$ cat config.mk
export PLATFORM = sky130hd
export DESIGN_NAME = ggp_sequencer
export DESIGN_NICKNAME = d
export VERILOG_FILES = /design/src/sv/ggp_pkg.sv /design/src/sv/ggp_sequencer.sv
export SDC_FILE = /design/constraint.sdc
export NUM_CORES = 1
export LEC_CHECK = 0
export ABC_AREA = 1
export BUFFER_PORTS_ARGS = -buffer_cell sky130_fd_sc_hd__buf_2
export CORE_MARGIN = 2
export CORE_UTILIZATION = 30
export DETAILED_ROUTE_END_ITERATION = 8
export PLACE_DENSITY_LB_ADDON = 0.25
export SYNTH_ARGS = -nofsm -noshare
export SYNTH_HDL_FRONTEND = slang
export SYNTH_SLANG_ARGS = --single-unit
$ cat constraint.sdc
create_clock -name clk -period 2.88 [get_ports clk]
set_clock_uncertainty 0.15 [all_clocks]
set_input_delay 0.288 -clock clk [delete_from_list [all_inputs] [get_ports clk]]
set_output_delay 0.288 -clock clk [all_outputs]
set_load 0.03 [all_outputs]
$ cat src/sv/ggp_pkg.sv
package ggp_pkg;

    localparam int GRID_SIZE_DEF = 32;
    localparam int PATH_LEN_DEF  = 32;

    localparam logic [31:0] FREE_CELL = 32'hFFFF_FFFF;

    typedef enum logic [1:0] {
        MODE_WRITE = 2'd0,
        MODE_READ  = 2'd1,
        MODE_CLEAR = 2'd2,
        MODE_PATH  = 2'd3
    } mode_t;

    typedef enum logic [3:0] {
        OP_NOP,
        OP_ACCEPT,
        OP_WRITE,
        OP_RD_ADDR,
        OP_SWEEP,
        OP_STEP_INIT,
        OP_SCAN,
        OP_SCAN_TAIL,
        OP_EMIT_READ,
        OP_EMIT_ECHO,
        OP_EMIT_ERR,
        OP_EMIT_STEP
    } op_t;

    typedef enum logic [2:0] {
        COND_NONE,
        COND_ALWAYS,
        COND_MODE,
        COND_BAD,
        COND_STEP_MORE
    } cond_t;

    typedef logic [3:0] upc_t;

    localparam upc_t UA_IDLE  = 4'd0;
    localparam upc_t UA_WRITE = 4'd1;
    localparam upc_t UA_READ  = 4'd2;
    localparam upc_t UA_CLEAR = 4'd3;
    localparam upc_t UA_PATH  = 4'd4;
    localparam upc_t UA_SCAN  = 4'd5;
    localparam upc_t UA_RDOUT = 4'd6;
    localparam upc_t UA_ECHO  = 4'd7;
    localparam upc_t UA_ERR   = 4'd8;
    localparam upc_t UA_TAIL  = 4'd9;
    localparam upc_t UA_STEP  = 4'd10;
    localparam upc_t UA_DONE  = 4'd11;
    localparam upc_t UA_BOOT  = 4'd12;

    typedef struct packed {
        op_t   op;
        logic  emit;
        cond_t cond;
        upc_t  target;
    } ctl_t;

    typedef struct packed {
        logic bad;
        logic walk_done;
        logic scan_last;
        logic sweep_last;
        logic out_block;
    } stat_t;

    function automatic ctl_t ucode(input upc_t addr);
        ctl_t w;
        case (addr)
            UA_IDLE:  w = '{op: OP_ACCEPT,    emit: 1'b0, cond: COND_MODE,      target: UA_WRITE};
            UA_WRITE: w = '{op: OP_WRITE,     emit: 1'b1, cond: COND_ALWAYS,    target: UA_IDLE};
            UA_READ:  w = '{op: OP_RD_ADDR,   emit: 1'b0, cond: COND_ALWAYS,    target: UA_RDOUT};
            UA_CLEAR: w = '{op: OP_SWEEP,     emit: 1'b0, cond: COND_ALWAYS,    target: UA_ECHO};
            UA_PATH:  w = '{op: OP_STEP_INIT, emit: 1'b0, cond: COND_BAD,       target: UA_ERR};
            UA_SCAN:  w = '{op: OP_SCAN,      emit: 1'b0, cond: COND_ALWAYS,    target: UA_TAIL};
            UA_RDOUT: w = '{op: OP_EMIT_READ, emit: 1'b1, cond: COND_ALWAYS,    target: UA_IDLE};
            UA_ECHO:  w = '{op: OP_EMIT_ECHO, emit: 1'b1, cond: COND_ALWAYS,    target: UA_IDLE};
            UA_ERR:   w = '{op: OP_EMIT_ERR,  emit: 1'b1, cond: COND_ALWAYS,    target: UA_IDLE};
            UA_TAIL:  w = '{op: OP_SCAN_TAIL, emit: 1'b0, cond: COND_NONE,      target: UA_IDLE};
            UA_STEP:  w = '{op: OP_EMIT_STEP, emit: 1'b1, cond: COND_STEP_MORE, target: UA_SCAN};
            UA_DONE:  w = '{op: OP_NOP,       emit: 1'b0, cond: COND_ALWAYS,    target: UA_IDLE};
            UA_BOOT:  w = '{op: OP_SWEEP,     emit: 1'b0, cond: COND_ALWAYS,    target: UA_IDLE};
            default:  w = '{op: OP_NOP,       emit: 1'b0, cond: COND_ALWAYS,    target: UA_IDLE};
        endcase
        return w;
    endfunction

endpackage

$ cat src/sv/ggp_sequencer.sv
module ggp_sequencer
    import ggp_pkg::*;
(
    input  logic       clk,
    input  logic       rst_n,
    input  logic       req_valid,
    input  logic [1:0] mode,
    input  stat_t      stat,
    output ctl_t       ctl,
    output logic       req_ready
);

    upc_t upc_reg;
    upc_t upc_next;
    upc_t upc_inc;
    logic hold;

    assign ctl       = ucode(upc_reg);
    assign req_ready = (ctl.op == OP_ACCEPT);
    assign upc_inc   = upc_reg + upc_t'(1);

    // hold on an empty request, a full result slot, or a repeating word
    assign hold = ((ctl.op == OP_ACCEPT) && !req_valid)
               || (ctl.emit && stat.out_block)
               || ((ctl.op == OP_SCAN) && !stat.scan_last)
               || ((ctl.op == OP_SWEEP) && !stat.sweep_last);

    always_comb
    begin
        upc_next = upc_reg;
        if (!hold)
        begin
            case (ctl.cond)
                COND_NONE:      upc_next = upc_inc;
                COND_ALWAYS:    upc_next = ctl.target;
                COND_MODE:      upc_next = ctl.target + {2'b00, mode};
                COND_BAD:       upc_next = stat.bad ? ctl.target : upc_inc;
                COND_STEP_MORE: upc_next = stat.walk_done ? upc_inc : ctl.target;
                default:        upc_next = UA_IDLE;
            endcase
        end
    end

    always_ff @(posedge clk or negedge rst_n)
    begin
        if (!rst_n)
        begin
            upc_reg <= UA_BOOT;
        end
        else
        begin
            upc_reg <= upc_next;
        end
    end

endmodule

=== Word level (Yosys, flattened, before mapping) ===
Memory sizes are Yosys's and may differ from the RTL's.
Index checks and enable logic that the tools add are counted.

* Flip-flop bits (word level): 4
* ROM bits: 192
* Logic and storage cells: 25
* Memories kept: 1

* $add $sub $neg: 2
* Eq/ne operators: 7
* Mux-type cells: 3
* Reductions and logical operators: 11

{| class="wikitable"
|+ Memories
! memory !! depth !! width !! read ports !! clocked after Yosys merged registers in !! wr ports !! RTL line !! source
|-
| (name not given) || 16 || 12 || 1 || 0 || 0 || ggp_pkg.sv:71 || <nowiki>case (addr)</nowiki>
|}

{| class="wikitable"
|+ Operators by type and width
! cell !! count
|-
| 4-bit case mux with 5 select lines || 1
|-
| 4-bit by 3-bit == test with 1-bit output, second input constant || 2
|-
| 4-bit 2-to-1 mux || 2
|-
| 3-bit by 2-bit == test with 1-bit output, second input constant || 2
|-
| 4-bit by 1-bit adder with 4-bit output, second input constant || 1
|-
| 4-bit by 2-bit adder with 4-bit output || 1
|-
| 4-bit by 1-bit == test with 1-bit output, second input constant || 1
|-
| 1-bit logical AND || 4
|-
| 3-bit by 1-bit == test with 1-bit output, second input constant || 1
|-
| 3-bit == test, second input constant || 1
|-
| 1-bit zero test || 3
|-
| 3-bit zero test || 1
|-
| 1-bit logical OR || 3
|}

=== Logic depth before layout (Yosys ltp) ===
Gate-level depths: netlist of run 1.
An unclocked memory read counts as a cell.

* Depth after elaboration: 6
* Mapped depth: 13
* Gate-level depth less buffers: 13

=== Least setup slack after synthesis of run 1 ===
Ideal clock, no wire load.

* Kind: reg-to-output
* From: reg upc_reg[1]
* To: out req_ready
* Arrival time: 2.090 ns
* Path slack: 0.352 ns
* Cell stages (with the launch flop): 8
* Path buffers: 0
* Cells stage by stage: dfrtp_1 > inv_1 > ha_1 > inv_1 > nand2_1 > nand3_2 > nand2_2 > nor4_1

{| class="wikitable"
|+ RTL lines
! item !! RTL line !! source
|-
| start: declaration || ggp_sequencer.sv:13 || <nowiki>upc_t upc_reg;</nowiki>
|-
| start signal: assignment || ggp_sequencer.sv:52 || <nowiki>upc_reg <= upc_next;</nowiki>
|-
| end: declaration || ggp_sequencer.sv:10 || <nowiki>output logic req_ready</nowiki>
|}

=== Final worst setup path of run 1 ===
* From: reg upc_reg[1]
* To: reg upc_reg[2]

* Longest elaborated chain between the ends: 6
* Elaborated cells on any way between the ends: 21

{| class="wikitable"
|+ Ends and longest elaborated chain
! item
|-
| parallel branches: the longest is 6 deep, another holds memory read 16 x 12 bit
|}

Parallel ways; which one is timed is not known.
A chain may end at the register's enable or synchronous reset.

==> flow_metrics.py, run 1 <==
metrics = {
    "status": {
        "status": "finished, final reports clean",
    },
    "min_path": {
        "min_path_type": "input pin to async pin",
    },
    "clock_network": {
        "tritoncts": "yes",
        "root_buffer": "clkbuf_4",
        "holdBufCountCts": 1,
        "htreeDepth": 1,
        "cts_buffers": 3,
        "clk_pin_slew_ns": 0.04,
        "post_cts_buffers": 0,
        "clockBufferDepth": 2,
        "insertion_delay_ns": 0.23,
        "cts-resized-gates": 0,
        "clock_sinks": 4,
    },
    "drt": {
        "via_per_inst": 4.71,
        "route.detailed.drc": 0,
        "wl_mm": 1.83,
        "vias": 829,
        "drt_iter0_markers": 18,
        "post_drt_wl_per_cell_um": 10.4,
        "drtPass1Iterations": 4,
        "detail-route-antenna-nets": 0,
    },
    "placed_design": {
        "hpwl_mm": 1.51,
        "place.gp.congestion": 0.837,
        "port-buffer-count": 22,
    },
    "layout": {
        "fillers": 275,
        "layout.nets": 166,
        "drive_gt1_share_pct": 32.9,
        "n_antenna_cell": 0,
        "fin_util_pct": 37.3,
        "largest_reg_flops": 4,
        "synthToLayoutAreaGrowth_pct": 21.0,
    },
    "timing": {
        "rsz0062_at_grt": "no",
        "tns_ns": 0,
        "drv_slew": 0,
        "final.min_clock_period_ns": 2.50,
        "setup_viol": 0,
        "hold_viol": 0,
        "worst_slew_pin_slew_ns": 0.346,
        "fin_crit_sh_pct": 86.9,
        "fmax_mhz": 400,
        "whs_ns": 0.239,
        "slew_headroom_pct": 76.8,
    },
    "critical_path": {
        "cp-end-kind": "flop",
        "critPathMaxFanout": 7,
        "critPathArrivalTime_ns": 2.52,
        "critPathLaunchType": "flop",
        "worstPathRequired_ns": 2.89,
        "worstSetupPathType": "flop to flop",
    },
    "synth": {
        "synth_top_area_cell": "nand2_1",
        "ys_seq_area_share_pct": 13.7,
        "syn_area_per_cell_um2": 6.15,
        "synth_top_area_share_pct": 20.0,
        "synthDistinctLibCells": 23,
        "synth_area_um2": 751,
        "ys_warn_count": 0,
        "syn_inst": 122,
        "ys_ff_latch": 4,
        "syn_nets": 140,
        "yosys-top-cells-area": "nand2_1 (20%), ha_1 (12%), nand3_1 (9.3%), inv_1 (7.5%), dfstp_2 (7.0%)",
    },
    "global_routing": {
        "grt_pass1_vias": 725,
        "use_met3_pct": 1.11,
        "grt_max_degree": 14,
        "grt_usage_pct": 13.5,
        "grt.busiest_layer": "met2",
        "grtUsageMet1_pct": 18.2,
        "grt_antenna_before_repair": 0,
        "grt_pass1_wl_mm": 3.01,
        "use_met2_pct": 23.6,
        "grt-ovfl-total": 0,
    },
    "die": {
        "fp-row-count": 18,
        "die_w_um": 54.0,
        "die_h_um": 54.0,
        "ioPinCount": 23,
        "fp.dieArea_mm2": 0.00292,
        "start_util_pct": 30.9,
        "core_area_mm2": 0.00243,
    },
    "flow_run": {
        "drv_cap": 0,
    },
}
cell families (layout without fill, tap and decap cells):
| group | Yosys count | in the layout | share of synthesized area, % |
|---|---|---|---|
| AOI/OAI and AO/OA | 4 | 4 | 4.00 |
| buffers and inverters | 22 | 46 | 13.0 |
| xor gates and xnor gates | 1 | 1 | 1.17 |
| and+or+nand+nor | 83 | 83 | 53.8 |
| DFF | 4 | 4 | 13.7 |
| adders and majority gates | 8 | 8 | 14.3 |
cells in the mapped netlist:
master / instances
inv_1: 15
a22oi_1: 1
o21ai_1: 1
nand3_2: 3
nor4_1: 1
buf_6: 2
nand4_1: 3
nor2_2: 1
ha_1: 7
nand3b_1: 2
nand2_1: 40
nor2_1: 8
nor3_2: 1
fa_1: 1
nand3_1: 14
dfstp_2: 2
nand2_2: 8
o21ai_2: 2
or2_1: 1
nor2_4: 1
inv_2: 5
xor2_1: 1
dfrtp_1: 2
worst max-delay path, cell delays in order, from the launching register on:
cell,delay [ns]
dfrtp_1,0.44
inv_1,0.11
ha_1,0.38
nand2_1,0.09
nand3_1,0.07
nand2_1,0.09
ha_1,0.23
fa_1,0.38
or2_1,0.23
nand3_1,0.07
nand4_1,0.07
nand2_1,0.07
nand2_1,0.04
final timing paths:
kind                                  from         end  slack [ns]  depth (start not counted)
worst max-delay path            upc_reg[1]  upc_reg[2]        0.38                         12
worst min-delay path                 rst_n  upc_reg[1]        0.24                          2
worst min register to register  upc_reg[0]  upc_reg[0]        0.41                          2
min in group clk                   stat[0]  upc_reg[2]        0.30                          6
max in group asynchronous            rst_n  upc_reg[3]        2.14                          2
worst max register to register  upc_reg[1]  upc_reg[2]        0.38                         12
cell usage in the layout, fill, tap and decap left out, drive strengths merged:
| cell | count |
|---|---|
| dfrtp | 2 |
| ha | 7 |
| buf | 22 |
| o21ai | 3 |
| nand4 | 3 |
| dlygate4sd3 | 1 |
| dfstp | 2 |
| xor2 | 1 |
| inv | 20 |
| clkbuf | 3 |
| a22oi | 1 |
| or2 | 1 |
| nand3b | 2 |
| fa | 1 |
| nand2 | 48 |
| nor4 | 1 |
| nor2 | 10 |
| nand3 | 17 |
| nor3 | 1 |
per-layer routing:
layer | routed length (um) | up-vias
met1 | 893 | 374
li1 | - | 435
met4 | 0 | 0
met3 | 83 | 0
met5 | 0 | -
met2 | 856 | 20
cell type report:
| type | count | area (um2) | area share, % |
|---|---|---|---|
| sequential | 4 | 103 | 11.3 |
| timing repair buffer | 23 | 120 | 13.2 |
| inverter | 20 | 75.1 | 8.26 |
| clock buffer | 3 | 22.5 | 2.48 |
| multi-input combinational | 96 | 551 | 60.6 |
| tap | 30 | 37.5 | 4.13 |
metrics by stage:
| step | instance area, um2 | cells | worst slack, ns |
|---|---|---|---|
| after floorplan | 751 | 122 | 0.352 |
| after global placement | 876 | 172 | 0.471 |
| after detailed placement | 876 | 172 | 0.408 |
| after CTS | 908 | 176 | 0.388 |
| after global routing | 908 | 176 | 0.148 |
| final | 908 | 176 | 0.378 |
Power of run 1 is left out: the tool's default activity adds up to more than one toggle a clock period on the data nets, which glitch-free logic cannot reach.
==> run 2, diff against run 1 <==
- ABC_AREA: 1 -> 0
==> flow_metrics.py, run 2 <==
metrics = {
    "status": {
        "status": "finished, final reports clean",
    },
    "layout": {
        "final_common_cell": "buf_2",
        "fillers": 252,
        "synthToLayoutAreaGrowth_pct": 30.8,
        "fin_util_pct": 40.7,
        "drive_gt1_share_pct": 42.1,
        "n_antenna_cell": 0,
        "largest_reg_flops": 4,
        "layout_common_cells": "buf_2 (22), buf_4 (10), inv_1 (9)",
        "layout.nets": 141,
    },
    "synth": {
        "ys_seq_area_share_pct": 13.4,
        "synth_top_area_cell": "ha_1",
        "syn_nets": 108,
        "syn_inst": 90,
        "synth_common_cells": "inv_1 (9), ha_1 (7), mux2i_1 (7)",
        "ys_warn_count": 0,
        "synth_area_um2": 764,
        "synth-compound-area-share_pct": 23.2,
        "async_reset_ff_share_pct": 100,
        "synth_edf_count": 0,
        "syn_area_per_cell_um2": 8.49,
        "muxShareOfSynthArea_pct": 17.0,
        "synth_top_family_by_area": "compound AO/OA/AOI/OAI gates",
        "synthDistinctLibCells": 45,
        "yosys-top-cells-area": "ha_1 (11%), mux2i_1 (9.2%), dfstp_2 (6.9%), dfrtp_1 (6.5%), inv_1 (4.4%)",
        "synth_ff_type": "dfstp_2",
        "synth-xor-area-share_pct": 1.15,
        "synth-simple-area-share_pct": 22.3,
        "ys_ff_latch": 4,
        "synthAdderAreaFrac_pct": 14.1,
        "yosysMostFrequentCell": "inv_1",
        "synth_top_area_share_pct": 11.5,
    },
    "clock_network": {
        "htreeDepth": 1,
        "clockBufferDepth": 2,
        "root_buffer": "clkbuf_4",
        "holdBufCountCts": 1,
        "tritoncts": "yes",
        "post_cts_buffers": 0,
        "cts_buffers": 3,
        "clk_pin_slew_ns": 0.04,
        "cts-resized-gates": 0,
        "insertion_delay_ns": 0.23,
        "clock_sinks": 4,
    },
    "critical_path": {
        "critPathMaxFanout": 7,
        "critPathLaunchType": "flop",
        "cp-end-kind": "primary output",
        "worstPathRequired_ns": 2.44,
        "worstSetupPathType": "flop to primary output",
        "critPathArrivalTime_ns": 2.32,
    },
    "drt": {
        "vias": 782,
        "post_drt_wl_per_cell_um": 14.0,
        "detail-route-antenna-nets": 0,
        "drt_iter0_markers": 12,
        "via_per_inst": 5.18,
        "wl_mm": 2.11,
        "drtPass1Iterations": 4,
        "route.detailed.drc": 0,
    },
    "placed_design": {
        "pre_cts_ws_ns": 0.207,
        "hpwl_mm": 1.71,
        "place.gp.congestion": 0.830,
        "port-buffer-count": 22,
    },
    "min_path": {
        "min_path_type": "input pin to async pin",
    },
    "timing": {
        "hold_viol": 0,
        "whs_ns": 0.242,
        "fin_ws_ns": 0.125,
        "rsz0062_at_grt": "no",
        "drv_slew": 0,
        "tns_ns": 0,
        "slew_headroom_pct": 70.0,
        "worst_slew_pin_slew_ns": 0.448,
        "setup_viol": 0,
        "fmax_mhz": 363,
        "final.min_clock_period_ns": 2.76,
        "fin_crit_sh_pct": 95.7,
    },
    "die": {
        "die_h_um": 54.5,
        "ioPinCount": 23,
        "fp-row-count": 18,
        "die_w_um": 54.5,
        "start_util_pct": 31.1,
        "fp.dieArea_mm2": 0.00297,
        "core_area_mm2": 0.00245,
    },
    "global_routing": {
        "grtUsageMet1_pct": 22.8,
        "grt_usage_pct": 15.6,
        "grt.busiest_layer": "met2",
        "use_met2_pct": 26.1,
        "grt_max_degree": 15,
        "use_met3_pct": 0.820,
        "grt_antenna_before_repair": 0,
        "grt_pass1_wl_mm": 3.48,
        "grt_pass1_vias": 730,
        "grt-ovfl-total": 0,
    },
    "flow_run": {
        "drv_cap": 0,
    },
}
[run 2: cell count changes in the layout (fill, tap and decap cells not counted), sizes merged, moves of 7 or more]
cell | before | now
buf | 22 | 32
nand2 | 48 | 6
nand3 | 17 | 0
mux2i | 0 | 7
nor2 | 10 | 1
inv | 20 | 11
[run 2: path summary, 6_finish.rpt]
check	from	endpoint	slack, ns	cells past startpoint
worst max register to register	upc_reg[1]	upc_reg[1]	0.23	11
worst max-delay path	upc_reg[1]	req_ready	0.13	7
worst min-delay path	rst_n	upc_reg[1]	0.24	2
max in group asynchronous	rst_n	upc_reg[2]	2.14	2
worst min register to register	upc_reg[3]	upc_reg[3]	0.46	1
min in group clk	req_valid	upc_reg[3]	0.27	3
[run 2: cells by family (layout without fill, tap and decap cells)]
| family | after synthesis | after routing |
|---|---|---|
| buf+inv | 16 | 47 |
| compound gates | 23 | 23 |
| flops | 4 | 4 |
| mux | 11 | 11 |
| simple gates | 27 | 27 |
| xor+xnor | 1 | 1 |
| fa+ha+maj | 8 | 8 |
[run 2: area by class of cell]
class	instances	area [um2]	share of cell area (%)
Multi-Input combinational cell	70	598	59.8
Timing Repair Buffer	33	195	19.5
Sequential cell	4	103	10.3
Inverter	11	43.8	4.38
Tap cell	30	37.5	3.75
Clock buffer	3	22.5	2.25
[run 2: worst max-delay path, cell delays in order, from the launching register on]
cell and delay [ns]:
dfrtp_1 0.38, inv_2 0.13, ha_1 0.32, mux2_2 0.33, mux2i_1 0.17, or4b_4 0.52
inv_1 0.06, buf_2 0.18
[run 2: per-layer routing]
metal	vias to the layer above	wire, um
li1	393	-
met1	369	1010
met2	20	1030
met3	0	71
met4	0	0
met5	-	0
[run 2: metrics by stage]
stage,area (um2),std cells
2_1_floorplan,768,90
3_3_place_gp,967,147
3_5_place_dp,967,147
4_1_cts,1000,151
5_1_grt,1000,151
6_report,1000,151
Power of run 2 is left out for the same reason.
